`src/design/atl_pkg.sv`:
```
// ----------------------------------------------------------------------------
// atl_pkg
// shared widths, codes and types of the adc to temperature linearizer
// ----------------------------------------------------------------------------
package atl_pkg;

    // field widths
    localparam int CODE_W    = 10;
    localparam int IDX_IN_W  = 5;
    localparam int ORIGIN_W  = 8;
    localparam int STEP_W    = 6;
    localparam int COUNT_W   = 6;
    localparam int TEMP_W    = 18;
    localparam int STATUS_W  = 3;
    localparam int SEG_W     = 5;
    localparam int FRAC_W    = 8;

    // arithmetic widths
    localparam int DIFF_W    = CODE_W + 1;
    localparam int PROD_W    = DIFF_W + STEP_W + 1;
    localparam int MAG_W     = CODE_W + STEP_W;
    localparam int DVD_W     = MAG_W + FRAC_W + 1;
    localparam int DSR_W     = CODE_W + 1;

    // temperature limits in 1/256 degree
    localparam int TEMP_MAX  = 2 ** (TEMP_W - 1) - 1;
    localparam int TEMP_MIN  = -(2 ** (TEMP_W - 1));

    // configuration port
    localparam int CFG_IDX_W  = 2;
    localparam int CFG_DATA_W = ORIGIN_W;

    // default table depth
    localparam int TABLE_DEPTH_DEF = 32;

    // reset values of the configuration registers
    localparam logic signed [ORIGIN_W-1:0] ORIGIN_RST  = -8'sd55;
    localparam logic [STEP_W-1:0]          STEP_RST    = 6'd5;
    localparam logic [COUNT_W-1:0]         ENTRIES_RST = 6'd32;

    // operation codes
    localparam logic OP_CONVERT = 1'b0;
    localparam logic OP_LOAD    = 1'b1;

    // result status codes
    localparam logic [STATUS_W-1:0] ST_INSIDE = 3'd0;
    localparam logic [STATUS_W-1:0] ST_BELOW  = 3'd1;
    localparam logic [STATUS_W-1:0] ST_ABOVE  = 3'd2;
    localparam logic [STATUS_W-1:0] ST_FLAT   = 3'd3;
    localparam logic [STATUS_W-1:0] ST_SAT    = 3'd4;

    // divider status towards the sequencer
    typedef struct packed {
        logic busy;
        logic done;
    } atl_div_stat_t;

endpackage

```
`src/design/atl_req_if.sv`:
```
// ----------------------------------------------------------------------------
// atl_req_if
// request channel: load or convert beats with valid/ready handshake
// ----------------------------------------------------------------------------
interface atl_req_if
    import atl_pkg::*;
();

    logic                valid;
    logic                ready;
    logic                op;
    logic [IDX_IN_W-1:0] entry_index;
    logic [CODE_W-1:0]   code;

    modport source (output valid, output op, output entry_index, output code, input ready);
    modport sink   (input valid, input op, input entry_index, input code, output ready);

endinterface

```
`src/design/atl_res_if.sv`:
```
// ----------------------------------------------------------------------------
// atl_res_if
// result channel: temperature beats with valid/ready handshake
// ----------------------------------------------------------------------------
interface atl_res_if
    import atl_pkg::*;
();

    logic                       valid;
    logic                       ready;
    logic signed [TEMP_W-1:0]   temperature;
    logic [STATUS_W-1:0]        status;
    logic [SEG_W-1:0]           segment;

    modport source (output valid, output temperature, output status, output segment,
                    input ready);
    modport sink   (input valid, input temperature, input status, input segment,
                    output ready);

endinterface

```
`src/design/adc_to_temperature_linearizer.sv`:
```
// ----------------------------------------------------------------------------
// adc_to_temperature_linearizer
// piecewise-linear adc code to temperature conversion over a loadable table
// ----------------------------------------------------------------------------
//
//  channel   dir   payload                            beat
//  request   in    op, entry_index, code              load one entry or convert
//  result    out   temperature, status, segment       one per convert, none per load
//  config    in    cfg_we, cfg_index, cfg_wdata       register write, no read-back
//
//  a load is written into the table as it is accepted; a convert holds the block
//  from accept to next accept: accept, reads of the two end entries, a scan of
//  one entry per cycle (one fetch instead for a sample outside the table), the
//  product and base set-up steps, the divider steps plus a hand-over, then the
//  step that saturates and registers the beat; a flat segment skips the divider
//  request.ready is high only while the sequencer is idle
//  a finished result waits in the output register; a stalled result holds the
//  sequencer in its last step
//  reset clears control state only; the code table holds nothing until loaded
//
module adc_to_temperature_linearizer
    import atl_pkg::*;
#(
    parameter int TABLE_DEPTH = TABLE_DEPTH_DEF
)
(
    input  logic                  clk,
    input  logic                  rst_n,
    input  logic                  cfg_we,
    input  logic [CFG_IDX_W-1:0]  cfg_index,
    input  logic [CFG_DATA_W-1:0] cfg_wdata,
    atl_req_if.sink               request,
    atl_res_if.source             result
);

    localparam int IDX_W = (TABLE_DEPTH > 1) ? $clog2(TABLE_DEPTH) : 1;
    localparam int BASE_W = IDX_W + STEP_W + FRAC_W + 1;
    localparam int SUM_W = ((BASE_W > DVD_W + 1) ? BASE_W : DVD_W + 1) + 1;

    localparam logic signed [SUM_W-1:0] SAT_HI = SUM_W'(TEMP_MAX);
    localparam logic signed [SUM_W-1:0] SAT_LO = SUM_W'(TEMP_MIN);

    // configuration register indexes
    localparam logic [CFG_IDX_W-1:0] REG_ORIGIN  = 2'd0;
    localparam logic [CFG_IDX_W-1:0] REG_STEP    = 2'd1;
    localparam logic [CFG_IDX_W-1:0] REG_ENTRIES = 2'd2;

    // sequencer states
    localparam logic [3:0] S_IDLE   = 4'd0;
    localparam logic [3:0] S_FIRST  = 4'd1;
    localparam logic [3:0] S_LAST   = 4'd2;
    localparam logic [3:0] S_SCAN   = 4'd3;
    localparam logic [3:0] S_FETCH1 = 4'd4;
    localparam logic [3:0] S_FETCH2 = 4'd5;
    localparam logic [3:0] S_PROD   = 4'd6;
    localparam logic [3:0] S_BASE   = 4'd7;
    localparam logic [3:0] S_DIV    = 4'd8;
    localparam logic [3:0] S_FIN    = 4'd9;

    // configuration registers
    logic signed [ORIGIN_W-1:0] origin_reg;
    logic [STEP_W-1:0]          step_reg;
    logic [COUNT_W-1:0]         entries_reg;

    // sequencer and working registers
    logic [3:0]                 state_reg;
    logic [3:0]                 state_next;
    logic [CODE_W-1:0]          x_reg;
    logic [IDX_W-1:0]           last_idx_reg;
    logic [IDX_W-1:0]           seg_reg;
    logic [CODE_W-1:0]          y1_reg;
    logic [CODE_W-1:0]          y2_reg;
    logic [STATUS_W-1:0]        status_reg;
    logic signed [PROD_W-1:0]   prod_reg;
    logic signed [DIFF_W-1:0]   dy_reg;
    logic signed [SUM_W-1:0]    base_reg;
    logic                       neg_reg;

    // output register
    logic                       out_valid_reg;
    logic signed [TEMP_W-1:0]   out_temp_reg;
    logic [STATUS_W-1:0]        out_status_reg;
    logic [SEG_W-1:0]           out_seg_reg;

    // table port
    logic                       mem_we;
    logic [IDX_W-1:0]           mem_waddr;
    logic [IDX_W-1:0]           mem_raddr;
    logic [CODE_W-1:0]          mem_rdata;

    // divider port
    logic                       div_start;
    logic [DVD_W-1:0]           div_dividend;
    logic [DSR_W-1:0]           div_divisor;
    logic [DVD_W-1:0]           div_quotient;
    atl_div_stat_t              div_stat;

    // combinational helpers
    logic                       req_accept;
    logic                       is_load;
    logic [IDX_W-1:0]           last_idx_w;
    logic                       below_w;
    logic                       above_w;
    logic                       scan_more;
    logic signed [DIFF_W-1:0]   diff_w;
    logic signed [DIFF_W-1:0]   dy_w;
    logic signed [STEP_W:0]     step_s;
    logic [IDX_W+STEP_W-1:0]    seg_step;
    logic [PROD_W-1:0]          prod_abs;
    logic [DIFF_W-1:0]          dy_abs;
    logic signed [SUM_W-1:0]    q_term;
    logic signed [SUM_W-1:0]    t_sum;
    logic                       sat_hi;
    logic                       sat_lo;
    logic                       out_free;

    assign req_accept = request.valid & request.ready;
    assign is_load    = (request.op == OP_LOAD);
    assign out_free   = ~out_valid_reg | result.ready;

    // ------------------------------------------------------------------------
    // configuration writes; unknown indexes fall through
    // ------------------------------------------------------------------------
    always_ff @(posedge clk or negedge rst_n)
    begin
        if (!rst_n)
        begin
            origin_reg  <= ORIGIN_RST;
            step_reg    <= STEP_RST;
            entries_reg <= ENTRIES_RST;
        end
        else if (cfg_we)
        begin
            case (cfg_index)
                REG_ORIGIN:  origin_reg  <= cfg_wdata;
                REG_STEP:    step_reg    <= cfg_wdata[STEP_W-1:0];
                REG_ENTRIES: entries_reg <= cfg_wdata[COUNT_W-1:0];
                default:     ;
            endcase
        end
    end

    // entry count clamped to 2 .. TABLE_DEPTH, kept as index of last entry
    always_comb
    begin
        if (entries_reg < COUNT_W'(2))
        begin
            last_idx_w = IDX_W'(1);
        end
        else if (32'(entries_reg) > TABLE_DEPTH)
        begin
            last_idx_w = IDX_W'(TABLE_DEPTH - 1);
        end
        else
        begin
            last_idx_w = IDX_W'(entries_reg - COUNT_W'(1));
        end
    end

    // ------------------------------------------------------------------------
    // code table; loads beyond the table depth are dropped
    // ------------------------------------------------------------------------
    assign mem_we    = req_accept & is_load & (32'(request.entry_index) < TABLE_DEPTH);
    assign mem_waddr = IDX_W'(request.entry_index);

    atl_code_mem #(
        .TABLE_DEPTH (TABLE_DEPTH),
        .IDX_W       (IDX_W)
    ) u_code_mem (
        .clk   (clk),
        .we    (mem_we),
        .waddr (mem_waddr),
        .wdata (request.code),
        .raddr (mem_raddr),
        .rdata (mem_rdata)
    );

    // segment decisions on the word just read
    assign below_w   = (x_reg < y1_reg);
    assign above_w   = (x_reg >= mem_rdata);
    assign scan_more = (IDX_W'(seg_reg + 1'b1) != last_idx_reg) && (x_reg >= mem_rdata);

    // read address: entry 0 while idle, then last entry, then the walk
    always_comb
    begin
        case (state_reg)
            S_IDLE:  mem_raddr = '0;
            S_FIRST: mem_raddr = last_idx_reg;
            S_LAST:
            begin
                if (!below_w && above_w)
                begin
                    mem_raddr = last_idx_reg - 1'b1;
                end
                else
                begin
                    mem_raddr = IDX_W'(1);
                end
            end
            S_SCAN:  mem_raddr = IDX_W'(seg_reg + 2'd2);
            default: mem_raddr = '0;
        endcase
    end

    // ------------------------------------------------------------------------
    // interpolation arithmetic
    // ------------------------------------------------------------------------
    assign diff_w   = $signed({1'b0, x_reg}) - $signed({1'b0, y1_reg});
    assign dy_w     = $signed({1'b0, y2_reg}) - $signed({1'b0, y1_reg});
    assign step_s   = $signed({1'b0, step_reg});
    assign seg_step = seg_reg * step_reg;

    // rounding to nearest, ties away from zero: (2|num| + |dy|) / (2|dy|)
    assign prod_abs     = prod_reg[PROD_W-1] ? PROD_W'(-prod_reg) : PROD_W'(prod_reg);
    assign dy_abs       = dy_reg[DIFF_W-1] ? DIFF_W'(-dy_reg) : DIFF_W'(dy_reg);
    assign div_dividend = {prod_abs[MAG_W-1:0], {(FRAC_W + 1){1'b0}}} + DVD_W'(dy_abs);
    assign div_divisor  = {dy_abs[DIFF_W-2:0], 1'b0};
    assign div_start    = (state_reg == S_BASE) && (dy_reg != '0);

    atl_div_unit u_div_unit (
        .clk      (clk),
        .rst_n    (rst_n),
        .start    (div_start),
        .dividend (div_dividend),
        .divisor  (div_divisor),
        .quotient (div_quotient),
        .stat     (div_stat)
    );

    // flat segment adds nothing to the lower entry temperature
    always_comb
    begin
        if (status_reg == ST_FLAT)
        begin
            q_term = '0;
        end
        else if (neg_reg)
        begin
            q_term = -$signed(SUM_W'(div_quotient));
        end
        else
        begin
            q_term = $signed(SUM_W'(div_quotient));
        end
    end

    assign t_sum  = base_reg + q_term;
    assign sat_hi = (t_sum > SAT_HI);
    assign sat_lo = (t_sum < SAT_LO);

    // ------------------------------------------------------------------------
    // sequencer
    // ------------------------------------------------------------------------
    always_comb
    begin
        state_next = state_reg;
        case (state_reg)
            S_IDLE:
            begin
                if (req_accept && !is_load)
                begin
                    state_next = S_FIRST;
                end
            end
            S_FIRST: state_next = S_LAST;
            S_LAST:
            begin
                if (below_w)
                begin
                    state_next = S_FETCH2;
                end
                else if (above_w)
                begin
                    state_next = S_FETCH1;
                end
                else
                begin
                    state_next = S_SCAN;
                end
            end
            S_SCAN:
            begin
                if (!scan_more)
                begin
                    state_next = S_PROD;
                end
            end
            S_FETCH1: state_next = S_PROD;
            S_FETCH2: state_next = S_PROD;
            S_PROD:   state_next = S_BASE;
            S_BASE:   state_next = (dy_reg == '0) ? S_FIN : S_DIV;
            S_DIV:
            begin
                if (div_stat.done)
                begin
                    state_next = S_FIN;
                end
            end
            S_FIN:
            begin
                if (out_free)
                begin
                    state_next = S_IDLE;
                end
            end
            default: state_next = S_IDLE;
        endcase
    end

    always_ff @(posedge clk or negedge rst_n)
    begin
        if (!rst_n)
        begin
            state_reg <= S_IDLE;
        end
        else
        begin
            state_reg <= state_next;
        end
    end

    // working registers
    always_ff @(posedge clk)
    begin
        case (state_reg)
            S_IDLE:
            begin
                x_reg        <= request.code;
                last_idx_reg <= last_idx_w;
            end
            S_FIRST: y1_reg <= mem_rdata;
            S_LAST:
            begin
                if (below_w)
                begin
                    seg_reg    <= '0;
                    status_reg <= ST_BELOW;
                end
                else if (above_w)
                begin
                    seg_reg    <= last_idx_reg - 1'b1;
                    y2_reg     <= mem_rdata;
                    status_reg <= ST_ABOVE;
                end
                else
                begin
                    seg_reg    <= '0;
                    status_reg <= ST_INSIDE;
                end
            end
            S_SCAN:
            begin
                if (scan_more)
                begin
                    y1_reg  <= mem_rdata;
                    seg_reg <= seg_reg + 1'b1;
                end
                else
                begin
                    y2_reg <= mem_rdata;
                end
            end
            S_FETCH1: y1_reg <= mem_rdata;
            S_FETCH2: y2_reg <= mem_rdata;
            S_PROD:
            begin
                prod_reg <= diff_w * step_s;
                dy_reg   <= dy_w;
            end
            S_BASE:
            begin
                base_reg <= (SUM_W'(origin_reg) <<< FRAC_W)
                          + SUM_W'({seg_step, {FRAC_W{1'b0}}});
                neg_reg  <= prod_reg[PROD_W-1] ^ dy_reg[DIFF_W-1];
                if (dy_reg == '0)
                begin
                    status_reg <= ST_FLAT;
                end
            end
            default: ;
        endcase
    end

    // ------------------------------------------------------------------------
    // output register, saturation on the way in
    // ------------------------------------------------------------------------
    always_ff @(posedge clk or negedge rst_n)
    begin
        if (!rst_n)
        begin
            out_valid_reg <= 1'b0;
        end
        else if (state_reg == S_FIN && out_free)
        begin
            out_valid_reg <= 1'b1;
        end
        else if (result.ready)
        begin
            out_valid_reg <= 1'b0;
        end
    end

    always_ff @(posedge clk)
    begin
        if (state_reg == S_FIN && out_free)
        begin
            out_seg_reg <= SEG_W'(seg_reg);
            if (sat_hi)
            begin
                out_temp_reg <= TEMP_W'(SAT_HI);
            end
            else if (sat_lo)
            begin
                out_temp_reg <= TEMP_W'(SAT_LO);
            end
            else
            begin
                out_temp_reg <= TEMP_W'(t_sum);
            end
            if ((sat_hi || sat_lo) && status_reg != ST_FLAT)
            begin
                out_status_reg <= ST_SAT;
            end
            else
            begin
                out_status_reg <= status_reg;
            end
        end
    end

    assign request.ready      = (state_reg == S_IDLE);
    assign result.valid       = out_valid_reg;
    assign result.temperature = out_temp_reg;
    assign result.status      = out_status_reg;
    assign result.segment     = out_seg_reg;

`ifndef SYNTHESIS
    // a result beat appears only out of the final step
    a_res_from_fin: assert property (@(posedge clk) disable iff (!rst_n)
        $rose(out_valid_reg) |-> $past(state_reg) == S_FIN)
        else $error("result beat raised outside final step");

    // the scanned segment never reaches the last entry in use
    a_scan_bound: assert property (@(posedge clk) disable iff (!rst_n)
        state_reg == S_SCAN |-> seg_reg < last_idx_reg)
        else $error("segment scan past last entry");

    // the divider finishes only while the sequencer waits for it
    a_div_done: assert property (@(posedge clk) disable iff (!rst_n)
        div_stat.done |-> state_reg == S_DIV)
        else $error("divider finished outside divide step");

    // a pending result is never overwritten before it is taken
    a_res_hold: assert property (@(posedge clk) disable iff (!rst_n)
        out_valid_reg && !result.ready |=> out_valid_reg && $stable(out_temp_reg))
        else $error("pending result lost");
`endif

endmodule

```
`src/design/atl_code_mem.sv`:
```
// ----------------------------------------------------------------------------
// atl_code_mem
// table of adc codes, one write port and one registered read port
// ----------------------------------------------------------------------------
module atl_code_mem
    import atl_pkg::*;
#(
    parameter int TABLE_DEPTH = TABLE_DEPTH_DEF,
    parameter int IDX_W       = $clog2(TABLE_DEPTH)
)
(
    input  logic              clk,
    input  logic              we,
    input  logic [IDX_W-1:0]  waddr,
    input  logic [CODE_W-1:0] wdata,
    input  logic [IDX_W-1:0]  raddr,
    output logic [CODE_W-1:0] rdata
);

    logic [CODE_W-1:0] mem [TABLE_DEPTH];
    logic [CODE_W-1:0] rdata_reg;

    always_ff @(posedge clk)
    begin
        if (we)
        begin
            mem[waddr] <= wdata;
        end
    end

    always_ff @(posedge clk)
    begin
        rdata_reg <= mem[raddr];
    end

    assign rdata = rdata_reg;

endmodule

```
`src/design/atl_div_unit.sv`:
```
// ----------------------------------------------------------------------------
// atl_div_unit
// restoring divider, one quotient bit per cycle
// ----------------------------------------------------------------------------
module atl_div_unit
    import atl_pkg::*;
(
    input  logic             clk,
    input  logic             rst_n,
    input  logic             start,
    input  logic [DVD_W-1:0] dividend,
    input  logic [DSR_W-1:0] divisor,
    output logic [DVD_W-1:0] quotient,
    output atl_div_stat_t    stat
);

    localparam int CNT_W = $clog2(DVD_W + 1);

    logic             busy_reg;
    logic             done_reg;
    logic [CNT_W-1:0] cnt_reg;
    logic [DSR_W-1:0] rem_reg;
    logic [DVD_W-1:0] quo_reg;
    logic [DSR_W-1:0] dsr_reg;

    logic [DSR_W:0]   rem_sh;
    logic [DSR_W:0]   trial;
    logic             take;

    always_comb
    begin
        rem_sh = {rem_reg, quo_reg[DVD_W-1]};
        trial  = rem_sh - {1'b0, dsr_reg};
        take   = ~trial[DSR_W];
    end

    // control
    always_ff @(posedge clk or negedge rst_n)
    begin
        if (!rst_n)
        begin
            busy_reg <= 1'b0;
            done_reg <= 1'b0;
            cnt_reg  <= '0;
        end
        else if (start)
        begin
            busy_reg <= 1'b1;
            done_reg <= 1'b0;
            cnt_reg  <= CNT_W'(DVD_W);
        end
        else if (busy_reg)
        begin
            cnt_reg <= cnt_reg - 1'b1;
            if (cnt_reg == CNT_W'(1))
            begin
                busy_reg <= 1'b0;
                done_reg <= 1'b1;
            end
        end
        else
        begin
            done_reg <= 1'b0;
        end
    end

    // datapath
    always_ff @(posedge clk)
    begin
        if (start)
        begin
            rem_reg <= '0;
            quo_reg <= dividend;
            dsr_reg <= divisor;
        end
        else if (busy_reg)
        begin
            rem_reg <= take ? trial[DSR_W-1:0] : rem_sh[DSR_W-1:0];
            quo_reg <= {quo_reg[DVD_W-2:0], take};
        end
    end

    assign quotient  = quo_reg;
    assign stat.busy = busy_reg;
    assign stat.done = done_reg;

endmodule

```
`src/flat_wrapper.sv`:
```
// flat-port wrapper written by rule: the top's interface ports become plain ports
module adc_to_temperature_linearizer_flat import atl_pkg::*;
#(
    parameter int TABLE_DEPTH = TABLE_DEPTH_DEF
)
  (clk, rst_n, cfg_we, cfg_index, cfg_wdata, request_valid, request_op, request_entry_index, request_code, request_ready, result_valid, result_temperature, result_status, result_segment, result_ready);
  atl_req_if request_i ();
  atl_res_if result_i ();
  input  logic clk;
  input  logic rst_n;
  input  logic cfg_we;
  input  logic [CFG_IDX_W-1:0] cfg_index;
  input  logic [CFG_DATA_W-1:0] cfg_wdata;
  input wire logic [$bits(request_i.valid)-1:0] request_valid;
  input wire logic [$bits(request_i.op)-1:0] request_op;
  input wire logic [$bits(request_i.entry_index)-1:0] request_entry_index;
  input wire logic [$bits(request_i.code)-1:0] request_code;
  output wire logic [$bits(request_i.ready)-1:0] request_ready;
  output wire logic [$bits(result_i.valid)-1:0] result_valid;
  output wire logic [$bits(result_i.temperature)-1:0] result_temperature;
  output wire logic [$bits(result_i.status)-1:0] result_status;
  output wire logic [$bits(result_i.segment)-1:0] result_segment;
  input wire logic [$bits(result_i.ready)-1:0] result_ready;
  assign request_i.valid = request_valid;
  assign request_i.op = request_op;
  assign request_i.entry_index = request_entry_index;
  assign request_i.code = request_code;
  assign request_ready = request_i.ready;
  assign result_valid = result_i.valid;
  assign result_temperature = result_i.temperature;
  assign result_status = result_i.status;
  assign result_segment = result_i.segment;
  assign result_i.ready = result_ready;
  adc_to_temperature_linearizer #(.TABLE_DEPTH(TABLE_DEPTH)) u_core (.clk(clk), .rst_n(rst_n), .cfg_we(cfg_we), .cfg_index(cfg_index), .cfg_wdata(cfg_wdata), .request(request_i), .result(result_i));
endmodule
```
`config.mk`:
```
export PLATFORM = sky130hd
export DESIGN_NAME = adc_to_temperature_linearizer_flat
export DESIGN_NICKNAME = d
export VERILOG_FILES = /design/src/design/atl_pkg.sv /design/src/design/atl_req_if.sv /design/src/design/atl_res_if.sv /design/src/design/adc_to_temperature_linearizer.sv /design/src/design/atl_code_mem.sv /design/src/design/atl_div_unit.sv /design/src/flat_wrapper.sv
export SDC_FILE = /design/constraint.sdc
export NUM_CORES = 1
export LEC_CHECK = 0
export ABC_AREA = 1
export BUFFER_PORTS_ARGS = -buffer_cell sky130_fd_sc_hd__buf_2
export CORE_AREA = 2 2 318 320
export CTS_CLUSTER_DIAMETER = 30
export CTS_CLUSTER_SIZE = 30
export DETAILED_ROUTE_END_ITERATION = 8
export DIE_AREA = 0 0 320 322
export PLACE_DENSITY = 0.5
export REMOVE_ABC_BUFFERS = 1
export SETUP_SLACK_MARGIN = 0.2
export SYNTH_ARGS = -nofsm -noshare
export SYNTH_HDL_FRONTEND = slang
export SYNTH_HIERARCHICAL = 1
export SYNTH_SLANG_ARGS = --single-unit
```
`constraint.sdc`:
```
create_clock -name clk -period 7.11 [get_ports clk]
set_input_delay 0.711 -clock clk [delete_from_list [all_inputs] [get_ports clk]]
set_output_delay 0.711 -clock clk [all_outputs]
set_load 0.02 [all_outputs]
```
**Word level (Yosys, flattened, before mapping)**

Memories as Yosys holds them, arrays and structs flattened. A register that Yosys moved wholly into a read port is not among the register bits.
Index checks and enable logic that the tools add are counted.

- $lt $le $gt $ge: 6
- $add $sub $neg: 14
- Reductions and logical operators: 30
- Mux-type cells: 45
- Bitwise operators: 6
- Equal/unequal tests: 24
- Multipliers: 2

Operators by type and width:

| kind | number |
|---|---|
| two-way mux 27 bit | 2 |
| two-way mux 25 bit | 2 |
| two-way mux 10 bit | 4 |
| one-hot mux 4 bit (9 select lines) | 1 |
| two-way mux 5 bit | 7 |
| one-hot mux 10 bit (3 select lines) | 1 |
| adder 27 bit | 1 |
| greater-than comparator 27 x 18 -> 1 bit (second input constant) | 1 |
| less-than comparator 27 x 18 -> 1 bit (second input constant) | 1 |
| negator 25 -> 27 bit | 1 |
| adder 25 x 11 -> 25 bit | 1 |
| two-way mux 11 bit | 2 |
| subtractor 10 x 10 -> 11 bit | 2 |
| adder 16 x 20 -> 21 bit | 1 |
| two-way mux 4 bit | 5 |
| one-hot mux 10 bit (2 select lines) | 1 |
| multiplier 11 x 7 -> 18 bit | 1 |
| two-way mux 18 bit | 1 |
| == test 4 x 3 -> 1 bit (second input constant) | 4 |
| two-way mux 16 bit | 1 |
| negator 16 bit | 1 |
| one-hot mux 5 bit (3 select lines) | 1 |
| subtractor 5 x 1 -> 5 bit (second input constant) | 3 |
| AND reduction 2 bit | 6 |
| 41 further kinds | 76 |

- Memories kept: 1
- Bits in writable memories: 320
- Register bits after elaboration: 204
- Logic and storage cells: 153

Memory list:

| memory | words | bits a word | rd ports | clocked after memory_dff | write ports | RTL line | RTL |
|---|---|---|---|---|---|---|---|
| u_core.u_code_mem.mem | 32 | 10 | 1 | 1 | 1 | atl_code_mem.sv:20 | `logic [CODE_W-1:0] mem [TABLE_DEPTH];` |

**Longest topological paths before layout**

- Word-level depth: 7
- Depth in mapped cells: 29

**Hierarchy**

Netlist, hierarchy kept.

Modules (own cells, without submodules):

| module | seq. area each (um^2) | area each (um^2) | instances | cells each |
|---|---|---|---|---|
| atl_code_mem | 9,809.4 | 13,330.3 | 1 | 1,140 |
| adc_to_temperature_linearizer | 3,937.5 | 13,232.7 | 1 | 1,674 |
| atl_div_unit | 1,476.4 | 3,061.7 | 1 | 360 |

**Worst setup path before layout**

OpenSTA, ideal clock, no wires.

- Kind: reg-to-reg
- From: register u_core.x_reg[2]
- To: register u_core.prod_reg[13] (data pin)
- Path buffers: 0
- Library setup time: 0.265 ns
- Period minus slack after synthesis: 5.451 ns
- Path slack: 1.659 ns
- Data arrival time: 5.186 ns
- Data required time: 6.845 ns
- Stages on the path, launching flop included: 24
- Path through: edfxtp_1 ha_1 a21oi_1 nand2_1 a21oi_1 o21bai_1 or2_2 nand2_1 inv_1 nand2_1 fa_1 fa_1 inv_1 fa_1 inv_1 fa_1 inv_1 ha_1 a21o_1 a21oi_1 o21ai_0 a21boi_0 o21ai_0 xor2_1

- Longest elaborated chain between the ends: 2

RTL lines:

| item | RTL line | RTL |
|---|---|---|
| start, declared | adc_to_temperature_linearizer.sv:68 | `logic [CODE_W-1:0] x_reg;` |
| start signal, assigned | adc_to_temperature_linearizer.sv:328 | `x_reg <= request.code;` |
| subtractor 10 x 10 -> 11 bit | adc_to_temperature_linearizer.sv:208 | `assign diff_w = $signed({1'b0, x_reg}) - $signed({1'b0, y1_reg});` |
| multiplier 11 x 7 -> 18 bit | adc_to_temperature_linearizer.sv:367 | `prod_reg <= diff_w * step_s;` |
| end signal, assigned | adc_to_temperature_linearizer.sv:367 |  |
| end, declared | adc_to_temperature_linearizer.sv:74 | `logic signed [PROD_W-1:0] prod_reg;` |

No other way between the ends.
A chain may end at the register's enable or synchronous reset.

**Final worst setup path**

Ends and elaborated chain as after synthesis.

==> flow_summary.ini <==
[final_layout]
final_cell_mix = 948 x nand2_1, 466 x edfxtp_1, 370 x inv_1
final_cell_count_no_fill = 4648
drive_gt1_frac = 0.118
layout_commonest_cell = nand2_1
largest_reg_flops = 320
syn2layout_area_growth_pct = 17.9
final_nets = 3492
top_register = u_core/u_code_mem/mem
n_antenna_cell = 0

[placed_design]
gp_congestion = 0.864
port_buffers = 58
dp.cells = 4448
place_hpwl_um = 48800

[critical_path]
path_class = flip-flop to flip-flop
worstPathRequired_ps = 7480
critical_path_arrival_ps = 6290
cp-start-kind = flip-flop
reg2reg_setup_slack_ps = 1190
critPathMaxFanout = 5
endpoint_kind = flip-flop

[floorplan]
fp.dieW_um = 320
floorplan.initialDensity = 0.297
die_area_um2 = 103000
rows = 116
die_h_um = 322
io_pins = 59
coreArea_um2 = 99600

[route]
topRoutingLayerUsed = met4
wl_met1_um = 32900
vias = 20876
drt-total-wl_um = 72400
vias_per_cell = 4.49
ant_nets = 0
post-route-drc-count = 0
wl_met2_um = 35300
detail_route.first_pass.iterations = 5
wl_met3_um = 2770
avgRoutedWirePerCell_um = 15.6
drt_iter0_markers = 1095

[timing]
hold_viol = 0
fin_skew_ps = 51.1
fmax_mhz = 169
setup-violations-final = 0
rsz0062_at_grt = false
slew_headroom = 0.143
slew_viol_final = 0
min_period_ps = 5920
fin_tns_setup_ps = 0
worst_slew_pin_slew_ps = 1280
finalCritPeriodShare = 0.833

[cts]
cts.repair.resized = 0
cts_sinks = 519
ctsHoldBuffers = 0
clk_pin_slew_worst_paths_ps = 50
root_buffer = clkbuf_16
cts_made_buffers = 107
htreeDepth = 3
clk_latency_ps = 700
cts_tree = done
post-cts-setup-buffers = 0
clockBufferDepth = 3

[status]
outcome = finished clean

[global_routing]
grt_antenna_before_repair = 0
grt_max_degree = 119
grt_pass1_wl_um = 116000
grt_util_all_layers = 0.141
first_global_vias = 20910
grt_overflow = 0

[synthesis]
synth.cell_area_um2 = 29600
synth_warnings = 6
postSynthCellCount = 3173
syn_area_per_cell_um2 = 9.33

[flow_run]
maxCapViolCount = 0

[hold_path]
hp-class = input pin to asynchronous set/reset pin
worst max-delay path: stages, from the launching register on:
cell and delay [ps]:
edfxtp_1 400, ha_1 390, a21oi_1 190, nand2_1 110, a21oi_1 140, o21bai_1 90, or2_2 280, nand2_1 110
inv_1 100, nand2_1 80, fa_1 440, fa_1 490, inv_1 50, fa_1 530, inv_1 50, fa_1 520
inv_1 40, ha_1 350, a21o_1 200, a21oi_1 190, o21ai_0 190, a21boi_0 380, o21ai_0 150, xor2_1 160
routing by layer:
metal / GRT usage / vias to the layer above
met5: 0 / -
met2: 0.246 / 367
li1: - / 10644
met4: 0.0391 / 0
met1: 0.181 / 9773
met3: 0.0207 / 92
final cells by class:
type | count | area (um^2)
fillers | 10189 | 64700
flip-flops and latches | 519 | 15200
multi-input cells | 2162 | 12400
clock buffers | 124 | 2820
well taps | 1298 | 1620
inverters | 390 | 1470
clock inverters | 76 | 942
repair buffers | 79 | 473
stage by stage:
stage	instance area, um^2	setup WS (ps)	hold slack [ps]	util
after floorplan	29000	-2930	415	-
after global placement	31200	1280	458	0.313
after detailed placement	31200	1220	449	0.313
after CTS	34900	1160	129	0.351
after global routing	34900	761	188	0.351
final	34900	1190	148	0.351
worst paths after layout:
kind,startpoint,to,cells after the start
worst max-delay path,u_core/x_reg[2],u_core/prod_reg[13],23
worst min-delay path,rst_n,u_core/entries_reg[2],1
worst max register to register,u_core/x_reg[2],u_core/prod_reg[13],23
worst min register to register,u_core/u_code_mem/rdata[0],u_core/y2_reg[0],0
max in group asynchronous,rst_n,u_core/u_div_unit/cnt_reg[4],1
min in group clk,cfg_wdata[6],u_core/origin_reg[6],2
Power is not shown: default switching activity piles up to over one toggle a cycle in this logic, so the estimate is an artifact.
